==> src/sv/pnta_pkg.sv <==
`timescale 1ns / 1ps
`default_nettype none
// ----------------------------------------------------------------------------
// pnta_pkg: shared types and constants for the padded number formatter
// Widths, digit counts, ASCII helpers and the digit chain control bundle.
// ----------------------------------------------------------------------------
package pnta_pkg;

	localparam int VALUE_W    = 32;
	localparam int PAD_W      = 6;
	localparam int CHAR_W     = 8;
	localparam int NIBBLE_W   = 4;
	localparam int MAX_PAD    = 32;
	localparam int DEC_DIGITS = 10;
	localparam int HEX_LEN    = 8;
	localparam int COUNT_W    = $clog2(MAX_PAD + 1);
	localparam int BIT_CNT_W  = $clog2(VALUE_W);
	localparam int DIGIT_IDX_W = $clog2(DEC_DIGITS);

	localparam logic OP_DEC = 1'b0;
	localparam logic OP_HEX = 1'b1;

	localparam logic [CHAR_W-1:0] CHAR_ZERO = 8'h30;

	typedef logic [DEC_DIGITS-1:0][NIBBLE_W-1:0] pnta_digits_t;

	typedef struct packed {
		logic load;
		logic hex;
		logic shift;
	} pnta_chain_ctrl_t;

	function automatic logic [CHAR_W-1:0] digit_char(input logic [NIBBLE_W-1:0] d);
		logic [CHAR_W-1:0] c;
		case (d)
			4'h0: c = 8'h30;
			4'h1: c = 8'h31;
			4'h2: c = 8'h32;
			4'h3: c = 8'h33;
			4'h4: c = 8'h34;
			4'h5: c = 8'h35;
			4'h6: c = 8'h36;
			4'h7: c = 8'h37;
			4'h8: c = 8'h38;
			4'h9: c = 8'h39;
			4'ha: c = 8'h61;
			4'hb: c = 8'h62;
			4'hc: c = 8'h63;
			4'hd: c = 8'h64;
			4'he: c = 8'h65;
			default: c = 8'h66;
		endcase
		return c;
	endfunction

endpackage
`default_nettype wire

==> src/sv/pnta_digit_cell.sv <==
`timescale 1ns / 1ps
`default_nettype none
// ----------------------------------------------------------------------------
// pnta_digit_cell: one digit cell of the conversion chain
// Holds one digit; on shift, adds three when five or above and moves one bit
// up, handing its top bit to the next cell.
// ----------------------------------------------------------------------------
module pnta_digit_cell (
	input  wire                                clk,
	input  wire                                arst_n,
	input  wire  pnta_pkg::pnta_chain_ctrl_t   ctrl,
	input  wire                                carry_in,
	input  wire  [pnta_pkg::NIBBLE_W-1:0]      hex_nibble,
	output logic [pnta_pkg::NIBBLE_W-1:0]      digit,
	output logic                               carry_out
);

	logic [pnta_pkg::NIBBLE_W-1:0] digit_q;
	logic [pnta_pkg::NIBBLE_W-1:0] adj;

	always_comb begin
		adj = (digit_q >= 4'd5) ? digit_q + 4'd3 : digit_q;
	end

	always_ff @(posedge clk or negedge arst_n) begin
		if (!arst_n) begin
			digit_q <= '0;
		end else if (ctrl.load) begin
			digit_q <= ctrl.hex ? hex_nibble : '0;
		end else if (ctrl.shift) begin
			digit_q <= {adj[pnta_pkg::NIBBLE_W-2:0], carry_in};
		end
	end

	assign digit     = digit_q;
	assign carry_out = adj[pnta_pkg::NIBBLE_W-1];

endmodule
`default_nettype wire

==> src/sv/pnta_digit_chain.sv <==
`timescale 1ns / 1ps
`default_nettype none
// ----------------------------------------------------------------------------
// pnta_digit_chain: row of digit cells
// Shifts the value in one bit a cycle, least significant cell first, or
// loads hex nibbles straight into the low cells.
// ----------------------------------------------------------------------------
module pnta_digit_chain (
	input  wire                               clk,
	input  wire                               arst_n,
	input  wire  pnta_pkg::pnta_chain_ctrl_t  ctrl,
	input  wire                               serial_bit,
	input  wire  [pnta_pkg::VALUE_W-1:0]      load_value,
	output pnta_pkg::pnta_digits_t            digits
);

	logic [pnta_pkg::DEC_DIGITS:0] carry;

	assign carry[0] = serial_bit;

	for (genvar i = 0; i < pnta_pkg::DEC_DIGITS; i++) begin : g_cell
		logic [pnta_pkg::NIBBLE_W-1:0] nib;
		if (i < pnta_pkg::HEX_LEN) begin : g_hex
			assign nib = load_value[i*pnta_pkg::NIBBLE_W +: pnta_pkg::NIBBLE_W];
		end else begin : g_nohex
			assign nib = '0;
		end
		pnta_digit_cell u_cell (
			.clk        (clk),
			.arst_n     (arst_n),
			.ctrl       (ctrl),
			.carry_in   (carry[i]),
			.hex_nibble (nib),
			.digit      (digits[i]),
			.carry_out  (carry[i+1])
		);
	end

endmodule
`default_nettype wire

==> src/sv/padded_number_to_ascii.sv <==
`timescale 1ns / 1ps
`default_nettype none
// ----------------------------------------------------------------------------
// padded_number_to_ascii: formats a 32-bit number as ASCII characters
// Input item: operation (0 decimal, 1 hex), value, pad_width. Output items:
// one character each, most significant first, last set on the final one.
// Decimal drops leading zeros ("0" for zero); hex is eight lower-case digits;
// '0' fill comes first up to pad_width, which saturates at 32.
// Decimal shifts every value bit in through the ten digit cells, adjusting
// as it goes; hex loads the cells as the item is taken. A sizing state then
// counts the digits, and the characters leave one per cycle unless out_ready
// stalls them. The character count runs from 1 to 32. in_ready is high only
// while idle. The output register decouples the two sides: the final
// character may wait for out_ready while the next item is taken in and
// converted. A stall on out_ready holds the character and pauses emission.
// Reset empties the output and returns to idle.
// ----------------------------------------------------------------------------
module padded_number_to_ascii (
	input  wire                                clk,
	input  wire                                arst_n,
	input  wire                                in_valid,
	output logic                               in_ready,
	input  wire                                operation,
	input  wire  [pnta_pkg::VALUE_W-1:0]       value,
	input  wire  [pnta_pkg::PAD_W-1:0]         pad_width,
	output logic                               out_valid,
	input  wire                                out_ready,
	output logic [pnta_pkg::CHAR_W-1:0]        character,
	output logic                               last
);

	typedef enum logic [1:0] {
		ST_IDLE,
		ST_CONV,
		ST_SIZE,
		ST_EMIT
	} state_t;

	state_t                             state_q;
	logic [pnta_pkg::VALUE_W-1:0]       value_q;
	logic [pnta_pkg::COUNT_W-1:0]       pad_q;
	logic                               op_q;
	logic [pnta_pkg::BIT_CNT_W-1:0]     bit_cnt_q;
	logic [pnta_pkg::COUNT_W-1:0]       ndig_q;
	logic [pnta_pkg::COUNT_W-1:0]       rem_q;
	logic                               out_valid_q;
	logic [pnta_pkg::CHAR_W-1:0]        character_q;
	logic                               last_q;

	pnta_pkg::pnta_chain_ctrl_t         ctrl;
	pnta_pkg::pnta_digits_t             digits;
	logic                               accept;
	logic                               out_free;
	logic                               emit;
	logic [pnta_pkg::COUNT_W-1:0]       pad_sat;
	logic [pnta_pkg::COUNT_W-1:0]       ndig_dec;
	logic [pnta_pkg::COUNT_W-1:0]       ndig;
	logic [pnta_pkg::DIGIT_IDX_W-1:0]   digit_idx;
	logic [pnta_pkg::CHAR_W-1:0]        next_char;

	assign in_ready = (state_q == ST_IDLE);
	assign accept   = in_valid && in_ready;
	assign out_free = !out_valid_q || out_ready;
	assign emit     = (state_q == ST_EMIT) && out_free;

	assign pad_sat = (pad_width > pnta_pkg::PAD_W'(pnta_pkg::MAX_PAD))
		? pnta_pkg::COUNT_W'(pnta_pkg::MAX_PAD)
		: pnta_pkg::COUNT_W'(pad_width);

	always_comb begin
		ctrl.load  = accept;
		ctrl.hex   = (operation == pnta_pkg::OP_HEX);
		ctrl.shift = (state_q == ST_CONV);
	end

	pnta_digit_chain u_chain (
		.clk        (clk),
		.arst_n     (arst_n),
		.ctrl       (ctrl),
		.serial_bit (value_q[pnta_pkg::VALUE_W-1]),
		.load_value (value),
		.digits     (digits)
	);

	always_comb begin
		ndig_dec = pnta_pkg::COUNT_W'(1);
		for (int i = 1; i < pnta_pkg::DEC_DIGITS; i++) begin
			if (digits[i] != '0) begin
				ndig_dec = pnta_pkg::COUNT_W'(i + 1);
			end
		end
		ndig = (op_q == pnta_pkg::OP_HEX) ? pnta_pkg::COUNT_W'(pnta_pkg::HEX_LEN)
		                                   : ndig_dec;
	end

	always_comb begin
		digit_idx = pnta_pkg::DIGIT_IDX_W'(rem_q - pnta_pkg::COUNT_W'(1));
		if (rem_q > ndig_q || digit_idx >= pnta_pkg::DIGIT_IDX_W'(pnta_pkg::DEC_DIGITS)) begin
			next_char = pnta_pkg::CHAR_ZERO;
		end else begin
			next_char = pnta_pkg::digit_char(digits[digit_idx]);
		end
	end

	always_ff @(posedge clk or negedge arst_n) begin
		if (!arst_n) begin
			state_q     <= ST_IDLE;
			value_q     <= '0;
			pad_q       <= '0;
			op_q        <= pnta_pkg::OP_DEC;
			bit_cnt_q   <= '0;
			ndig_q      <= '0;
			rem_q       <= '0;
			out_valid_q <= 1'b0;
			character_q <= '0;
			last_q      <= 1'b0;
		end else begin
			if (emit) begin
				out_valid_q <= 1'b1;
			end else if (out_ready) begin
				out_valid_q <= 1'b0;
			end
			case (state_q)
				ST_IDLE: begin
					if (accept) begin
						value_q   <= value;
						pad_q     <= pad_sat;
						op_q      <= operation;
						bit_cnt_q <= '0;
						state_q   <= (operation == pnta_pkg::OP_HEX) ? ST_SIZE : ST_CONV;
					end
				end
				ST_CONV: begin
					value_q   <= {value_q[pnta_pkg::VALUE_W-2:0], 1'b0};
					bit_cnt_q <= bit_cnt_q + 1'b1;
					if (bit_cnt_q == pnta_pkg::BIT_CNT_W'(pnta_pkg::VALUE_W - 1)) begin
						state_q <= ST_SIZE;
					end
				end
				ST_SIZE: begin
					ndig_q  <= ndig;
					rem_q   <= (pad_q > ndig) ? pad_q : ndig;
					state_q <= ST_EMIT;
				end
				ST_EMIT: begin
					if (emit) begin
						character_q <= next_char;
						last_q      <= (rem_q == pnta_pkg::COUNT_W'(1));
						rem_q       <= rem_q - 1'b1;
						if (rem_q == pnta_pkg::COUNT_W'(1)) begin
							state_q <= ST_IDLE;
						end
					end
				end
				default: begin
					state_q <= ST_IDLE;
				end
			endcase
		end
	end

	assign out_valid = out_valid_q;
	assign character = character_q;
	assign last      = last_q;

endmodule
`default_nettype wire

==> config.mk <==
export PLATFORM = sky130hd
export DESIGN_NAME = padded_number_to_ascii
export DESIGN_NICKNAME = d
export VERILOG_FILES = /design/src/sv/pnta_pkg.sv /design/src/sv/pnta_digit_cell.sv /design/src/sv/pnta_digit_chain.sv /design/src/sv/padded_number_to_ascii.sv
export SDC_FILE = /design/constraint.sdc
export NUM_CORES = 1
export LEC_CHECK = 0
export BUFFER_PORTS_ARGS = -buffer_cell sky130_fd_sc_hd__buf_2
export CORE_ASPECT_RATIO = 0.5
export CORE_MARGIN = 2
export CORE_UTILIZATION = 56
export DETAILED_ROUTE_END_ITERATION = 16
export PLACE_DENSITY = 0.75
export SLEW_MARGIN = 0
export SYNTH_ARGS = -nofsm -noshare
export SYNTH_HDL_FRONTEND = slang
export SYNTH_SLANG_ARGS = --single-unit
==> constraint.sdc <==
create_clock -name clk -period 4.34 [get_ports clk]
set_input_delay 0.217 -clock clk [delete_from_list [all_inputs] [get_ports clk]]
set_output_delay 0.217 -clock clk [all_outputs]
set_load 0.02 [all_outputs]
Word level (Yosys, flattened, before mapping)
Memory sizes are Yosys's and may differ from the RTL's.
Cells that the tools add are included.
{ "totals": {"inputBits": 43, "reg_bits": 108, "memories": 1, "output_inout_bits": 11, "mem_bits_ro": 96} }
{ "classes": {"reduce_logical": 24, "mux": 67, "n_eq_ne": 9, "add_sub_neg": 12, "magnitude_cmp": 15} }
{ "mem_list": {"columns": ["name", "depth", "word_bits", "read_ports", "rd_ports_with_merged_regs", "wr", "line_no", "text"], "rows": [
  ["(name not given)", 16, 6, 1, 0, 0, "pnta_pkg.sv:35", "case (d)"]
]} }
{ "ops": {"columns": ["cell", "n"], "rows": [
  ["$mux W4", 38],
  ["$mux W6", 12],
  ["$pmux W32 S2", 1],
  ["$ge A4 B3 Y1 const B", 10],
  ["$add A4 B2 Y4 const B", 9],
  ["$reduce_bool A4 Y1", 9],
  ["$mux W32", 1],
  ["$bmux W4 S4", 1],
  ["$gt A6 B6 Y1", 2],
  ["$mux W2", 6],
  ["$pmux W6 S2", 1],
  ["$pmux W5 S2", 1],
  ["$mux W8", 1],
  ["$pmux W2 S4", 1],
  ["$reduce_and A2 Y1", 4],
  ["$reduce_bool A2 Y1", 4],
  ["$eq A6 B1 Y1 const B", 1],
  ["$gt A6 B6 Y1 const B", 1],
  ["$ne A2 B1 Y1 const B", 3],
  ["$sub A6 B1 Y6 const B", 1],
  ["$add A5 B1 Y5 const B", 1],
  ["$eq A5 B5 Y1 const B", 1],
  ["$lt A4 B5 Y1 const B", 1],
  ["$mux W5", 1],
  ["12 further kinds", 16]
]} }

Depth between registers and ports, before layout
{ "logic_depth": {"word_depth": 14, "depth_mapped": 16, "ltp_nobuf": 16} }

Modules after synthesis
A second synthesis with hierarchy kept.
{ "unflattened": {"hier_cells": 761, "area_unflattened_um2": 7236.9} }
{ "modules_own_cells": {"columns": ["mod", "area_per_inst_um2", "instances", "cells_per_inst", "seq_area_each_um2"], "rows": [
  ["padded_number_to_ascii", 3917.5, 1, 410, 1626.6],
  ["pnta_digit_cell", 331.6, 10, 35, 100.1],
  ["pnta_digit_chain", 3.8, 1, 1, 0.0]
]} }

Worst setup path before layout
No wires, ideal clock.
{ "synth_timing": {"path_kind": "reg-to-reg", "start": "reg rem_q[0] in the netlist's numbering", "end": "reg character_q (netlist bit character[1])", "setup_ns": 0.126, "path_stages_with_launch": 12, "period_less_slack_ns": 2.867, "setup_slack_ns": 1.473, "arrival_time_ns": 2.741, "path_cell_list": "dfrtp_1 > buf_6 > inv_1 > ha_1 > xor2_4 > mux4_2 > mux2i_1 > o22ai_1 > ha_1 > nand2_1 > o21ai_0 > a221o_1"} }
{ "synth_via": {"elab_chain_cells": 5, "elab_cells_between_ends": 8} }
{ "synth_lines": {"columns": ["element", "line_no", "text"], "rows": [
  ["start, declared", "padded_number_to_ascii.sv:45", "logic [pnta_pkg::COUNT_W-1:0] rem_q;"],
  ["start signal, assigned", "padded_number_to_ascii.sv:142", "rem_q <= (pad_q > ndig) ? pad_q : ndig;"],
  ["start signal, assigned", "padded_number_to_ascii.sv:149", "rem_q <= rem_q - 1'b1;"],
  ["$sub A6 B1 Y6", null, null],
  ["$bmux W4 S4", "padded_number_to_ascii.sv:101", "next_char = pnta_pkg::digit_char(digits[digit_idx]);"],
  ["$mux W4 (implied by the code)", "padded_number_to_ascii.sv:101", null],
  ["$mem_v2 Z16 W6", null, null],
  ["$mux W8 *", "padded_number_to_ascii.sv:98", "if (rem_q > ndig_q || digit_idx >= pnta_pkg::DIGIT_IDX_W'(pnta_pkg::DEC_DIGITS)) begin"],
  ["end signal, assigned", "padded_number_to_ascii.sv:147", "character_q <= next_char;"],
  ["end, declared", "padded_number_to_ascii.sv:47", "logic [pnta_pkg::CHAR_W-1:0] character_q;"]
]} }
Every way passes the cells marked *; elsewhere a longest branch is shown, timed or not. The select of a mux whose other input is x is not followed.
A chain may end at the register's enable or synchronous reset.

Worst setup path after layout
Same ends and word-level chain as after synthesis.

==> results.py <==
metrics = {
    "sta": {
        "hold_ws_ns": 0.1111,
        "max_freq_ghz": 0.2840,
        "tns_ns": 0,
        "finClkSkew_ns": 0.008410,
        "relSlewSlack_pct": 34.44,
        "hold_violations": 0,
        "maxSlewViolCount": 0,
        "setup_viol": 0,
        "rsz0062_at_grt": "no",
        "layout_min_cycle_time_ns": 3.521,
        "worst_pin_slew_ns": 0.9799,
        "period_share_pct": 81.12,
    },
    "clock_tree": {
        "clock_tree.buffer_depth": 2,
        "clock-sinks": 105,
        "cts_tree": "built",
        "cts_max_level": 3,
        "post_cts_buffers": 0,
        "cts_resized": 0,
        "clk_pin_slew_worst_paths_ns": 0.07,
        "hold_buffers": 1,
        "clock-root-buffer": "clkbuf_16",
        "clk_latency_ns": 0.35,
        "cts_buffers": 9,
    },
    "placed_design": {
        "dpl.hpwl_um": 10950,
        "numPortBuffers": 52,
        "place.gp.congestion": 0.8754,
        "dpl_cell_area_sq_mm": 0.006858,
    },
    "setup_path": {
        "crit_type": "register to register",
        "path_buf_inv": 2,
        "critPathSlowestCell": "dfrtp_1",
        "start_kind": "register",
        "path_cells": "inv_1 > ha_1 > and4_2 > a31oi_1 > o22a_1 > inv_1 > ha_1 > nand2_1 > o21ai_0 > a221o_1",
        "cpPeakStageDelay_ns": 0.83,
        "cpLargestDelayFamily": "compound AO/OA/AOI/OAI gates",
        "cp-end-kind": "register",
        "worstPathRequired_ns": 4.57,
        "crit_arrival_ns": 3.75,
        "cp_max_fo": 16,
    },
    "floorplanning": {
        "die_height_um": 80.34,
        "initial_core_util_pct": 58.36,
        "placementRows": 27,
        "die-area_sq_mm": 0.01259,
        "coreArea_sq_mm": 0.01118,
        "fp.dieW_um": 156.7,
        "io_pins": 54,
    },
    "cells_and_area": {
        "final_cell_mix": "dfrtp_1 (105), nand2_1 (90), o21ai_0 (90)",
        "antenna-diode-count": 0,
        "utilization_pct": 63.99,
        "final_area_sq_mm": 0.007156,
        "final_common_cell": "dfrtp_1",
        "syn_to_final_growth_pct": 9.643,
        "fin_nets": 836,
        "drive_gt1_share_pct": 11.35,
    },
    "pwr": {
        "total_power_w": 0.005828,
        "power_leakage_nw": 3.192,
        "vdd.ir_drop.worst_uv": 292.0,
        "powerDensity_mw_per_mm2": 814.4,
    },
    "logic_synthesis": {
        "syn-cell-area_sq_mm": 0.006526,
        "synth_cell_types": 55,
        "yosys_warnings": 0,
        "postSynthAreaPerCell_sq_um": 9.002,
        "synth_flop_cell": "dfrtp_1",
        "ys_seq_area_share_pct": 40.26,
        "yosysTopAreaCellShare_pct": 40.26,
        "synth-seq-cells": 105,
        "synth_area_leaders": "dfrtp_1 (40%), mux2i_1 (8.7%), ha_1 (7.7%)",
        "yosysTopAreaCell": "dfrtp_1",
        "synth_nets": 808,
        "syn_inst": 725,
        "synth_edf_count": 0,
        "synth-async-reset-ratio_pct": 100.0,
    },
    "routing": {
        "routed_wl_um": 15320,
        "drc": 0,
        "viasPerCell": 5.850,
        "routedWlPerCell_um": 16.70,
        "first_pass_iters": 5,
        "ant_nets": 0,
        "dr_total_vias": 5364,
        "drt_iter0_markers": 345,
    },
    "global_routing": {
        "grt_pass1_vias": 5012,
        "grt_start_max_net_pins": 69,
        "overflow": 0,
        "antenna_found_initial": 0,
        "grt_pass1_wl_um": 25430,
        "groute.usage.overall_pct": 25.98,
    },
    "job": {
        "max_cap_violations": 0,
    },
    "run_status": {
        "outcome": "finished clean",
    },
    "hold_path": {
        "min_path_type": "primary input to register",
    },
}
final timing paths:
| check | start | to | slack (ns) | cells past startpoint |
|---|---|---|---|---|
| max | rem_q[0] | character[1] | 0.82 | 10 |
| min | pad_width[1] | pad_q[1] | 0.11 | 3 |
| max reg2reg | rem_q[0] | character[1] | 0.82 | 10 |
| min reg2reg | character[5] | character[5] | 0.47 | 1 |
| max in group asynchronous | arst_n | u_chain.g_cell[4].u_cell.digit[0] | 2.77 | 3 |
| min in group asynchronous | arst_n | value_q[11] | 0.48 | 2 |
report_power, final:
group	internal, W	switching (W)	total (W)
registers	0.00143	0.000510	0.00194
clock network	0.000414	0.000386	0.000800
logic	0.00130	0.00179	0.00309
state kept, by name, summed over array words and instances (netlist names):
signal / count
out_valid: 1
bit_cnt_q: 5
character: 7
ndig_q: 4
state_q: 2
op_q: 1
pad_q: 6
value_q: 32
rem_q: 6
u_chain.g_cell.u_cell.digit: 40
last: 1
worst register-to-register path, stage by stage, from the launching register on:
cell and delay [ns]:
dfrtp_1 0.83, inv_1 0.27, ha_1 0.58, and4_2 0.33
a31oi_1 0.37, o22a_1 0.33, inv_1 0.07, ha_1 0.19
nand2_1 0.05, o21ai_0 0.07, a221o_1 0.31
cell families after synthesis:
logic type	share of synthesized area [%]
flops	40.26
other cells	0.05746
simple gates	14.92
xor+xnor	2.435
buf+inv	5.042
compound gates	18.18
fa+ha+maj	7.669
mux	11.45
area by class of cell:
type	instances	area [sq um]
inverters	38	142.6
well taps	159	198.9
clock buffers	10	239.0
flip-flops and latches	105	2628
clock inverters	6	48.80
fillers	941	4026
multi-input cells	542	3596
repair buffers	57	302.8
routing by layer:
layer  share of wire [%]  up-vias  wire length (um)  global-route usage, %
met5                   0        -                 0                      0
met4                0.80        0               123                  4.679
met3                 7.0       15              1075                  5.289
met2                  43      177              6521                  39.47
met1                  50     2566              7597                  38.78
li1                    -     2606                 -                      -
cell usage after synthesis (3+ instances only):
cell type / number
o211ai_1: 7
o21ai_0: 90
clkbuf_1: 26
nand2_1: 91
and3_1: 3
xnor2_1: 11
nor2b_1: 4
inv_1: 38
nand2b_1: 22
nor2_1: 39
buf_6: 3
mux4_2: 5
a21oi_1: 75
a32o_1: 3
nand4_1: 3
nand3_1: 23
nor3_1: 4
ha_1: 40
o21ai_1: 3
nor3b_1: 6
xor2_1: 4
a31oi_1: 11
mux2i_1: 57
nand3b_1: 6
dfrtp_1: 105
buf_1: 9
o22ai_1: 3
per-stage QoR:
| stage | instances | setup slack (ns) |
|---|---|---|
| 6_report | 917 | 0.8192 |
| 5_1_grt | 917 | 0.6100 |
| 4_1_cts | 917 | 0.8566 |
| 3_5_place_dp | 900 | 0.8642 |
| 3_3_place_gp | 900 | 1.024 |
| 2_1_floorplan | 725 | 1.473 |
Power figures use the tool's default switching activity.
